### src/hdl/linear_probing_hash_table_core_defines.svh
// Assertion macros used by the hash table core.
`ifndef LINEAR_PROBING_HASH_TABLE_CORE_DEFINES_SVH
`define LINEAR_PROBING_HASH_TABLE_CORE_DEFINES_SVH

// Same-cycle implication, sampled on clock, off during reset
`define LPHT_ASSERT_IMP(label, ante, cons) \
   label: assert property (@(posedge clock) disable iff (reset) (ante) |-> (cons)) \
      else $error("hash table assertion failed");

// Next-cycle implication, sampled on clock, off during reset
`define LPHT_ASSERT_NXT(label, ante, cons) \
   label: assert property (@(posedge clock) disable iff (reset) (ante) |=> (cons)) \
      else $error("hash table assertion failed");

`endif

### src/hdl/lpht_pkg.sv
// Types, widths and codes shared by the hash table modules.
package lpht_pkg;

   localparam int OP_W        = 2;
   localparam int KEY_W       = 31;
   localparam int VALUE_W     = 64;
   localparam int STATUS_W    = 2;
   localparam int SIZE_W      = 7;
   localparam int SLOT_OUT_W  = 6;
   localparam int REQ_TDATA_W = 96;
   localparam int RSP_TDATA_W = 104;

   // Operation codes
   localparam logic [OP_W-1:0] OP_INSERT  = 2'd0;
   localparam logic [OP_W-1:0] OP_SEARCH  = 2'd1;
   localparam logic [OP_W-1:0] OP_DELETE  = 2'd2;
   localparam logic [OP_W-1:0] OP_DISPLAY = 2'd3;

   // Result status codes
   localparam logic [STATUS_W-1:0] STATUS_OK   = 2'd0;
   localparam logic [STATUS_W-1:0] STATUS_MISS = 2'd1;
   localparam logic [STATUS_W-1:0] STATUS_FULL = 2'd2;

   localparam logic [SIZE_W-1:0] SIZE_RESET = 7'd64;

   // One slot of key and payload storage
   typedef struct packed {
      logic [KEY_W-1:0]   key;
      logic [VALUE_W-1:0] value;
   } entry_type;

   // Remainder unit result
   typedef struct packed {
      logic              done;
      logic [SIZE_W-1:0] rem;
   } mod_rsp_type;

endpackage

### src/hdl/lpht_mod_unit.sv
// Bit-serial remainder unit: key mod table size, one dividend bit per cycle.
module lpht_mod_unit (
   input  logic                            clock,
   input  logic                            reset,
   input  logic                            start,
   input  logic [lpht_pkg::KEY_W-1:0]      dividend,
   input  logic [lpht_pkg::SIZE_W-1:0]     divisor,
   output lpht_pkg::mod_rsp_type           result
);

   localparam int CNT_W = $clog2(lpht_pkg::KEY_W);
   localparam logic [CNT_W-1:0] LAST_STEP = CNT_W'(lpht_pkg::KEY_W - 1);

   logic                          busy_ff, busy_in;
   logic                          done_ff, done_in;
   logic [CNT_W-1:0]              cnt_ff, cnt_in;
   logic [lpht_pkg::SIZE_W-1:0]   rem_ff, rem_in;
   logic [lpht_pkg::SIZE_W-1:0]   div_ff, div_in;
   logic [lpht_pkg::KEY_W-1:0]    shift_ff, shift_in;
   logic [lpht_pkg::SIZE_W:0]     trial;

   // Shift in the next dividend bit and subtract the divisor when it fits
   always_comb begin
      trial    = {rem_ff, shift_ff[lpht_pkg::KEY_W-1]};
      busy_in  = busy_ff;
      done_in  = 1'b0;
      cnt_in   = cnt_ff;
      rem_in   = rem_ff;
      div_in   = div_ff;
      shift_in = shift_ff;
      if (start) begin
         busy_in  = 1'b1;
         cnt_in   = '0;
         rem_in   = '0;
         div_in   = divisor;
         shift_in = dividend;
      end else if (busy_ff) begin
         if (trial >= {1'b0, div_ff}) begin
            rem_in = lpht_pkg::SIZE_W'(trial - {1'b0, div_ff});
         end else begin
            rem_in = trial[lpht_pkg::SIZE_W-1:0];
         end
         shift_in = {shift_ff[lpht_pkg::KEY_W-2:0], 1'b0};
         cnt_in   = cnt_ff + 1'b1;
         if (cnt_ff == LAST_STEP) begin
            busy_in = 1'b0;
            done_in = 1'b1;
         end
      end
   end

   // Control state
   always_ff @(posedge clock) begin
      if (reset) begin
         busy_ff <= 1'b0;
         done_ff <= 1'b0;
      end else begin
         busy_ff <= busy_in;
         done_ff <= done_in;
      end
   end

   // Datapath
   always_ff @(posedge clock) begin
      cnt_ff   <= cnt_in;
      rem_ff   <= rem_in;
      div_ff   <= div_in;
      shift_ff <= shift_in;
   end

   assign result.done = done_ff;
   assign result.rem  = rem_ff;

endmodule

### config.mk
export PLATFORM = sky130hd
export DESIGN_NAME = lpht_mod_unit
export DESIGN_NICKNAME = d
export VERILOG_FILES = /design/src/hdl/linear_probing_hash_table_core_defines.svh /design/src/hdl/lpht_pkg.sv /design/src/hdl/lpht_mod_unit.sv
export SDC_FILE = /design/constraint.sdc
export NUM_CORES = 1
export LEC_CHECK = 0
export ABC_AREA = 0
export BUFFER_PORTS_ARGS = -buffer_cell sky130_fd_sc_hd__buf_2
export CORE_MARGIN = 4
export CORE_UTILIZATION = 30
export DETAILED_ROUTE_END_ITERATION = 7
export PLACE_DENSITY = 0.6
export RECOVER_POWER = 25
export SETUP_SLACK_MARGIN = 0.5
export SYNTH_ARGS = -nofsm -noshare
export SYNTH_HDL_FRONTEND = slang
export SYNTH_SLANG_ARGS = --single-unit
### constraint.sdc
create_clock -name clock -period 2.7 [get_ports clock]
set_input_delay 0.27 -clock clock [delete_from_list [all_inputs] [get_ports clock]]
set_output_delay 0.27 -clock clock [all_outputs]
set_load 0.01 [all_outputs]
==> results of run 1 <==
## synth_stat cells, types with 2 or more instances
library cell / number
edfxtp_1: 38
mux2_2: 30
dfxtp_1: 14
nor2_1: 14
inv_1: 12
ha_1: 9
nand2_1: 8
nor3b_1: 7
a31oi_1: 6
nand3_1: 6
clkbuf_1: 4
nand4_1: 4
xnor2_1: 4
buf_2: 3
o21ai_0: 3
xor2_1: 3
a211oi_1: 2
a21oi_1: 2
and2_1: 2
buf_1: 2
nor2b_1: 2
nor3_1: 2
nor4b_1: 2
o31ai_1: 2
## logic make-up (layout without fill, tap and decap cells)
kind of cell | Yosys count | after routing | synth area share [%]
XOR/XNOR | 7 | 7 | 2.41
AO/OA/AOI/OAI | 28 | 28 | 8.36
adder cells (fa/ha/maj) | 10 | 10 | 5.21
buffers and inverters | 22 | 70 | 3.54
AND/OR/NAND/NOR | 53 | 53 | 11.4
multiplexers | 30 | 30 | 13.3
flip-flops | 52 | 52 | 55.9
## power groups by stage
| stage | logic (uW) | clock network, uW | registers (uW) |
|---|---|---|---|
| finish | 247 | 462 | 968 |
| global route | 278 | 525 | 978 |
| CTS | 251 | 492 | 970 |
| detailed placement | 250 | 0 | 987 |
| global placement | 247 | 0 | 987 |
| floorplan | 181 | 0 | 976 |
## registers in the layout, summed over array words and instances, names as in the netlist
signal,cells
div_ff,7
rem_ff,7
busy_ff,1
cnt_ff,5
shift_ff,31
done_ff,1
## metal layers
metal | global-route usage (%) | wire, um
met5 | 0 | 0
met4 | 3.73 | 29
met3 | 4.59 | 364
met2 | 14.5 | 2090
met1 | 12.2 | 2160
## cell type report
cell class / count / area (um^2)
timing repair buffer: 50 / 249
inverter: 12 / 45.0
sequential: 52 / 1420
tap: 105 / 131
clock buffer: 5 / 68.8
multi-input combinational: 128 / 1040
fill: 809 / 5240
clock inverter: 3 / 21.3
## critical path, cell delays in order
cell and delay [ns]:
clkbuf_1 0.54, clkbuf_2 0.87, mux2_2 0.42
## worst paths after layout
path         cells after the start                     end
min reg2reg                      2  cnt_ff[1]$_SDFFE_PP0P_
max                              3  shift_ff[22]$_DFFE_PP_
max reg2reg                      8  rem_ff[2]$_SDFFE_PP0P_
min                              1     div_ff[3]$_DFFE_PP_
## what timing repair did
item	4_1_cts	5_1_grt
gates resized for setup	0	1
hold endpoints to repair	0	0
hold buffers	0	0
setup endpoints to repair	0	1
## through the flow
step | util (%) | hold slack (ns)
final | 36.2 | 0.129
after global routing | 36.2 | 0.0992
after CTS | 36.4 | 0.111
after detailed placement | 35.3 | 0.448
after global placement | 35.3 | 0.448
after floorplan | - | 0.349
==> summary.txt, run 1 <==
GRT
  – Vias in the first global route: 1605
  – GRT Util Overall: about a tenth
  – First-pass GRT wire length: roughly 7600 um
  – Initial antenna violation count: 0
  – Grt ovf: 0
  – Largest net degree at the start of global routing: 45

Pwr
  – Switching Share: between 20% and 30%
  – Power per cell area: 563 mW/mm^2
  – Static leakage: between 0.001 and 0.0015 uW
  – Combinational power share: between 10 and 15%
  – Final Power: about 1700 uW
  – Worst VDD drop: 196 uV
  – Reg power frac: 57.7%
  – NetSw: 427 uW
  – Internal: around 1200 uW
  – Clock network power share: between 20% and 30%

Floorplanning
  – Core Area: 0.00822 mm^2
  – Die Wd: about 100 um
  – Row count: 33
  – Io pins: 49
  – Initial core utilization: around 31%
  – Height of the chip: around 100 um
  – Die area: 0.0100 mm^2

Timing
  – Slew Limit Fails: 0
  – Worst-Margin Slew: around 1.0 ns
  – Setup Skew: 0.00976 ns
  – Fin crit period: approximately 2.1 ns
  – Worst slew margin: 33.4%
  – Final WS setup: approximately 0.63 ns
  – Fin Setup TNS: 0 ns
  – RSZ-0062 raised after global routing: no
  – Fin crit share: between 70 and 80%
  – Final setup viols: 0
  – Final hold vios: 0
  – Max Freq: roughly 480 MHz

Setup path
  – CP arrival: between 2 and 2.5 ns
  – Required time worst endpoint: ~2.8 ns
  – R2R setup slack: around 0.72 ns
  – Origin of the worst setup path: start
  – Crit path launch type: input pin
  – Worst R2R Start: shift_ff[30]$_DFFE_PP_
  – Critical path endpoint category: flip-flop
  – Crit path max fanout: between 40 and 50
  – Crit Path Class: in2reg

Placement
  – Post-Place Cell Area: approximately 0.0029 mm^2
  – IO Port Bufs: 48
  – DP HPWL: 3310 um
  – GPL Wtd Cong: between 0.8 and 0.9
  – Placed cells: 347
  – Setup WS pre-CTS: around 0.68 ns

Detailed routing
  – Post-DRT Antenna Nets: 0
  – Post-Route WL: about 4600 um
  – Via count: around 1700
  – # DRC: 0
  – Via density: 4.70
  – TritonRoute pass-1 iters: 4
  – Wire per inst: 13.1 um
  – Initial detailed-routing violation count: 51

Final layout
  – N_diodes: 0
  – P&R area growth vs syn: 16.9%
  – Final std cells w/o fill: between 300 and 400
  – Final Instance Area: roughly 0.0030 mm^2
  – Most common cell after layout, fill and taps aside: buf_2
  – Layout cell share with drive strength beyond 1: 36.8%
  – Most frequent cells in the layout: 45 x buf_2, 38 x edfxtp_1, 30 x mux2_2, 14 x nor2_1, 14 x dfxtp_1
  – Nets: 300

Synth
  – Synthesized area per cell: between 10 and 15 um^2
  – Synthesis Warnings: 0
  – Mapped Area: 0.00254 mm^2
  – Ys async rst share: 0%
  – Seq/Total Area, Yosys: 55.9%
  – Synth Net Count: 253
  – Area leader, netlist: edfxtp_1
  – Synth area leaders: edfxtp_1 45%, mux2_2 13%, dfxtp_1 11%
  – Share of the synthesized area in the top cell type: between 40% and 50%
  – Synth Instances: 202
  – Synthesis-stage register bit count: 52
  – EDFF count, synth: 38
  – Most used DFF post-synth: edfxtp_1
  – Count of cell types in the netlist: 45

Hold path
  – Worst Hold Class: in2reg
  – Hold_sp: divisor[3]

Clocking
  – Postcts setup bufs: 0
  – Clock Path Buffers: 2
  – Clk_lat worst skew: around 0.31 ns
  – H-tree levels: 2
  – CTS root buffer: clkbuf_8
  – TritonCTS clock tree: yes
  – Clock transition at the registers of the reported paths: 0.10 ns
  – CTS sink count: 52
  – TritonCTS Buffers: 5

Status
  – Status: completed

Flow run
  – Max cap viols: 0
No activity file was read; power rests on OpenSTA's default activity.
==> run 2: changes to the inputs <==
==> constraint.sdc (replaced) <==
create_clock -name clock -period 2 [get_ports clock]
set_input_delay 0.2 -clock clock [delete_from_list [all_inputs] [get_ports clock]]
set_output_delay 0.2 -clock clock [all_outputs]
set_load 0.01 [all_outputs]
==> run 2 against run 1 <==
Design area rose by 7.0%. Sequential cell count is the same. Utilization up 2.5 points. Cell count grew 2.8%. Critical path type is now reg2reg.
==> summary.txt, run 2 (synthesized netlist as in run 1, its figures left out) <==
Status
  – Status: completed

Timing
  – Setup Skew: 0.0124 ns (+0.00262 ns)
  – Final WS setup: 0.0971 ns (-0.536 ns)
  – Fin crit period: approximately 1.9 ns
  – Worst slew margin: 35.6% (+2.2 points)
  – Final setup viols: 0 (unchanged)
  – RSZ-0062 raised after global routing: yes
  – Max Freq: roughly 530 MHz
  – Fin Setup TNS: 0 ns (unchanged)
  – Fin crit share: around 95%
  – Worst-Margin Slew: 0.965 ns (-0.0329 ns)
  – Slew Limit Fails: 0 (unchanged)
  – Final hold vios: 0 (unchanged)

Floorplanning
  – Height of the chip: 100 um (unchanged)
  – Die area: 0.0100 mm^2 (unchanged)
  – Die Wd: 100 um (unchanged)
  – Core Area: 0.00822 mm^2 (unchanged)
  – Initial core utilization: 31.0% (unchanged)
  – Io pins: 49 (unchanged)
  – Row count: 33 (unchanged)

Setup path
  – Required time worst endpoint: 2.22 ns (-0.55 ns)
  – Most frequent CP cell: inv_2
  – Buf/Inv on CP: 2 (unchanged)
  – R2R setup slack: 0.1 ns (-0.62 ns)
  – RR Endpoint: rem_ff[2]$_SDFFE_PP0P_
  – R2R cell count: 8 (unchanged)
  – Crit Path Class: reg2reg
  – Crit path max-delay family: simple AND/OR/NAND/NOR gates
  – Worst R2R Start: shift_ff[30]$_DFFE_PP_
  – Crit path max fanout: 3 (-93%)
  – CP arrival: 2.12 ns (about the same)
  – Crit path launch type: flip-flop
  – Crit-path cells: inv_2 > ha_4 > inv_2 > fa_2 > nand3_4 > a31oi_4 > or4_4 > o311ai_2
  – Crit-path max cell delay: 0.49 ns (-0.38 ns)
  – Slowest CP cell: or4_4
  – Origin of the worst setup path: shift_ff[30]$_DFFE_PP_
  – Critical path endpoint category: flip-flop

Placement
  – GPL Wtd Cong: 0.852 (+4.1%)
  – IO Port Bufs: 48 (unchanged)
  – Setup WS pre-CTS: 0.122 ns (-0.559 ns)
  – DP HPWL: 3560 um (+7.7%)

Clocking
  – CTS sink count: 52 (unchanged)
  – Clk_lat worst skew: 0.31 ns (about the same)
  – CTS root buffer: clkbuf_8
  – H-tree levels: 2 (unchanged)
  – TritonCTS clock tree: yes
  – TritonCTS Buffers: 5 (unchanged)
  – Cts hold-fix bufs: 0 (unchanged)
  – Clock Path Buffers: 2 (unchanged)
  – Clock transition at the registers of the reported paths: 0.10 ns (about the same)

Final layout
  – Top flop regs: shift_ff: 31 flops, div_ff: 7 flops, rem_ff: 7 flops
  – Max reg flops: 31 (unchanged)
  – Register area: 0.00142 mm^2 (unchanged)
  – Number of fill cells: 781 (-3.5%)
  – Most frequent cells in the layout: 46 x buf_2, 38 x edfxtp_1, 30 x mux2_2, 14 x dfxtp_1, 13 x nor2_1
  – Nets: 310 (+3.3%)
  – Most common cell after layout, fill and taps aside: buf_2
  – N_diodes: 0 (unchanged)
  – Reg with most FFs: shift_ff
  – Area of the multi-input gates: 0.00114 mm^2 (+9.5%)
  – P&R area growth vs syn: 25.1%
  – Layout cell share with drive strength beyond 1: 45.4% (+8.6 points)

Detailed routing
  – Initial detailed-routing violation count: 75 (+47%)
  – Via count: 1735 (+4.0%)
  – Post-Route WL: 5090 um (+9.6%)
  – Post-DRT Antenna Nets: 0 (unchanged)
  – Via density: 4.75 (+1.2%)
  – # DRC: 0 (unchanged)
  – TritonRoute pass-1 iters: 4 (unchanged)
  – Wire per inst: 13.9 um (+6.6%)

GRT
  – First-pass GRT wire length: 8360 um (+9.3%)
  – Largest net degree at the start of global routing: 29 (-36%)
  – Initial antenna violation count: 0 (unchanged)
  – GRT Util Overall: 10.5% (+0.81 points)
  – Grt ovf: 0 (unchanged)
  – Vias in the first global route: 1789 (+11%)

Hold path
  – Worst Hold Class: in2reg
  – Worst Hold Path EP: div_ff[4]$_DFFE_PP_
  – Hold_sp: divisor[4]
  – Worst hold path depth: 1 (unchanged)

Pwr
  – Static leakage: 0.00123 uW (+5.4%)
  – Power per cell area: 733 mW/mm^2 (+30%)
  – Worst VDD drop: 303 uV (+55%)

Flow run
  – Max cap viols: 0 (unchanged)
## run 2: cell types whose count changed in the layout (fill, tap and decap cells not counted), moves of 3 or more
cell / change
buf_4: +9
clkinvlp_4: +3
ha_1: -3
inv_1: -3
## run 2: cell type report
cell class	instances	share of cell area (%)
Tap cell	105	4.13
Multi-Input combinational cell	128	35.7
Sequential cell	52	44.6
Inverter	12	1.53
Clock buffer	5	2.16
Clock inverter	3	0.747
Timing Repair Buffer	60	11.1
## run 2: timing repair
| item | CTS | global route |
|---|---|---|
| buffers inserted | 2 | 4 |
| resized for setup | 10 | 6 |
| pin swaps | 8 | 6 |
| setup endpoints to repair | 7 | 7 |
## run 2: worst max-delay path by stage
stage / to / slack, ns / depth (start not counted)
CTS: rem_ff[2]$_SDFFE_PP0P_ / 0.15 / 8
floorplan: rem_ff[2]$_SDFFE_PP0P_ / 0.25 / 8
global route: rem_ff[2]$_SDFFE_PP0P_ / 0.03 / 8
global placement: rem_ff[0]$_SDFFE_PP0P_ / 0.20 / 8
finish: rem_ff[2]$_SDFFE_PP0P_ / 0.1 / 8
detailed placement: rem_ff[2]$_SDFFE_PP0P_ / 0.12 / 8
## run 2: power breakdown
part | internal [uW] | switching (uW)
combinational | 215 | 198
clock | 249 | 365
sequential | 1260 | 41.1
## run 2: layer usage
metal | up-vias | global-route usage (%) | wire, um
li1 | 862 | - | -
met1 | 816 | 12.7 | 2280
met2 | 46 | 16.6 | 2350
met3 | 11 | 3.82 | 308
met4 | 0 | 5.39 | 156
met5 | - | 0 | 0
## run 2: through the flow
stage / power [uW] / area (um^2) / hold slack, ns / instances / utilization [%]
detailed placement: 1700 / 2960 / 0.380 / 351 / 36.1
global route: 2460 / 3180 / 0.0418 / 365 / 38.8
floorplan: 1570 / 2570 / 0.279 / 202 / -
CTS: 2340 / 3120 / 0.0473 / 361 / 38.0
global placement: 1690 / 2960 / 0.378 / 351 / 36.1
finish: 2330 / 3180 / 0.0614 / 365 / 38.8
==> run 3: changes to the inputs <==
==> constraint.sdc (replaced) <==
create_clock -name clock -period 2 [get_ports clock]
set_input_delay 0.2 -clock clock [delete_from_list [all_inputs] [get_ports clock]]
set_output_delay 0.2 -clock clock [all_outputs]
set_load 0.05 [all_outputs]
==> run 3 against run 2 <==
Clock power grew 19%. Worst hold slack better by 0.0015 ns. Combinational power increased by 7.5%. Highest routed layer unchanged. Largest power group unchanged. Critical endpoint is now rem_ff[6]$_SDFFE_PP0P_.
==> summary.txt, run 3 (synthesized netlist as in run 1, its figures left out) <==
Floorplanning
  – Io pins: 49 (unchanged)
  – Height of the chip: 100 um (unchanged)
  – Core Area: 0.00822 mm^2 (unchanged)
  – Initial core utilization: 31.0% (unchanged)
  – Die area: 0.0100 mm^2 (unchanged)
  – Row count: 33 (unchanged)
  – Die Wd: 100 um (unchanged)

Timing
  – Fin crit period: 1.83 ns (-0.0740 ns)
  – RSZ-0062 raised after global routing: yes
  – Setup Skew: 0.00679 ns (-0.00559 ns)
  – Slew Limit Fails: 0 (unchanged)
  – Fin Setup TNS: 0 ns (unchanged)
  – Final setup viols: 0 (unchanged)
  – Final hold vios: 0 (unchanged)
  – Max Freq: 547 MHz (+4.0%)
  – Fin crit share: 91.4% (-3.7 points)
  – Worst-Margin Slew: 1.31 ns (+0.345 ns)
  – Worst slew margin: 12.7% (-23 points)

Status
  – Status: completed

Final layout
  – Top flop regs: shift_ff: 31 flops, div_ff: 7 flops, rem_ff: 7 flops
  – Nets: 308 (-0.65%)
  – Most frequent cells in the layout: 48 x buf_2, 38 x edfxtp_1, 30 x mux2_2, 13 x nor2_1, 10 x inv_1
  – Final Instance Area: 0.00323 mm^2 (+1.4%)
  – N_diodes: 0 (unchanged)
  – Most common cell after layout, fill and taps aside: buf_2
  – Reg with most FFs: shift_ff
  – Fin util: 39.3% (+0.55 points)
  – P&R area growth vs syn: 26.9%
  – Layout cell share with drive strength beyond 1: 49.2% (+3.8 points)
  – Max reg flops: 31 (unchanged)

Placement
  – GPL Wtd Cong: 0.777 (-8.8%)
  – Post-Place Cell Area: 0.00297 mm^2 (+0.25%)
  – IO Port Bufs: 48 (unchanged)
  – DP HPWL: 3360 um (-5.7%)

Clocking
  – Clock Path Buffers: 2 (unchanged)
  – Cts hold-fix bufs: 0 (unchanged)
  – Clk_lat worst skew: 0.30 ns (about the same)
  – Clock transition at the registers of the reported paths: 0.10 ns (about the same)
  – H-tree levels: 2 (unchanged)
  – TritonCTS Buffers: 5 (unchanged)
  – CTS root buffer: clkbuf_8
  – CTS sink count: 52 (unchanged)
  – TritonCTS clock tree: yes

GRT
  – Initial antenna violation count: 0 (unchanged)
  – First-pass GRT wire length: 8090 um (-3.1%)
  – Largest net degree at the start of global routing: 59 (+100%)
  – Grt ovf: 0 (unchanged)
  – GRT Util Overall: 10.1% (-0.39 points)
  – Vias in the first global route: 1675 (-6.4%)

Setup path
  – Worst R2R Start: shift_ff[30]$_DFFE_PP_
  – Origin of the worst setup path: shift_ff[30]$_DFFE_PP_
  – R2R setup slack: 0.17 ns (+0.07 ns)
  – Required time worst endpoint: 2.20 ns (-0.02 ns)
  – Crit path launch type: flip-flop
  – Crit Path Class: reg2reg
  – Critical path endpoint category: flip-flop
  – Crit path max fanout: 3 (unchanged)
  – CP arrival: 2.03 ns (-0.09 ns)

Detailed routing
  – Initial detailed-routing violation count: 137 (+83%)
  – # DRC: 0 (unchanged)
  – Post-Route WL: 5050 um (-0.81%)
  – Via density: 4.69 (-1.4%)
  – Via count: 1701 (-2.0%)
  – TritonRoute pass-1 iters: 4 (unchanged)
  – Post-DRT Antenna Nets: 0 (unchanged)
  – Wire per inst: 13.9 um (-0.26%)

Pwr
  – Static leakage: 0.00124 uW (+0.58%)
  – Worst VDD drop: 381 uV (+26%)
  – Power per cell area: 766 mW/mm^2 (+4.6%)

Flow run
  – Max cap viols: 0 (unchanged)

Hold path
  – Worst Hold Class: in2reg
  – Hold_sp: divisor[4]
## run 3: cell count changes in the layout (fill, tap and decap cells not counted), moves of 2 or more
cell      delta
ha_1         -2
dfxtp_2      +4
clkbuf_1     -2
dfxtp_1      -6
buf_4        -4
dfxtp_4      +2
buf_2        +2
## run 3: report_power, final
part / internal (uW) / switching (uW) / leakage, uW
registers: 1260 / 38.3 / 0.000498
clock network: 371 / 357 / 0.0000558
logic: 216 / 228 / 0.000686
total: 1850 / 623 / 0.00124
## run 3: path summary, 6_finish.rpt
check | endpoint | cells past startpoint
hold reg to reg | cnt_ff[1]$_SDFFE_PP0P_ | 2
setup / recovery | rem_ff[6]$_SDFFE_PP0P_ | 10
setup reg to reg | rem_ff[6]$_SDFFE_PP0P_ | 10
hold / removal | div_ff[4]$_DFFE_PP_ | 1
## run 3: through the flow
stage,instances,hold WS (ns),total power [uW],worst slack [ns]
after floorplan,202,0.279,1600,0.243
after global placement,347,0.377,1710,0.200
after detailed placement,347,0.378,1720,0.145
after CTS,358,0.0515,2480,0.192
after global routing,363,0.0436,2590,0.0893
final,363,0.0628,2470,0.171
## run 3: cell type report
cell class	instances	area [um^2]
fillers	797	4990
repair buffers	57	322
multi-input cells	128	1170
clock buffers	5	68.8
well taps	105	131
flip-flops and latches	52	1430
clock inverters	3	42.5
inverters	12	48.8
repair inverters	1	7.51
## run 3: what timing repair did
item,in CTS,in global routing
setup endpoints to repair,7,38
cloned,0,1
gates resized for setup,9,8
pin swaps,4,9
buffers inserted,3,4
## run 3: per-layer routing
layer / GRT usage (%) / share of wire, % / up-vias
li1: - / - / 859
met1: 12.4 / 45 / 802
met2: 16.0 / 47 / 35
met3: 4.10 / 6.3 / 5
met4: 4.04 / 1.3 / 0
met5: 0 / 0 / -
## run 3: worst max-delay path: stages, from the launching register on
cell and delay (ns):
edfxtp_1 0.40, inv_1 0.07, ha_2 0.17, inv_2 0.04, fa_2 0.36, nand3_4 0.10
buf_4 0.12, buf_6 0.09, a21oi_1 0.05, and4b_1 0.27, o21ai_1 0.06
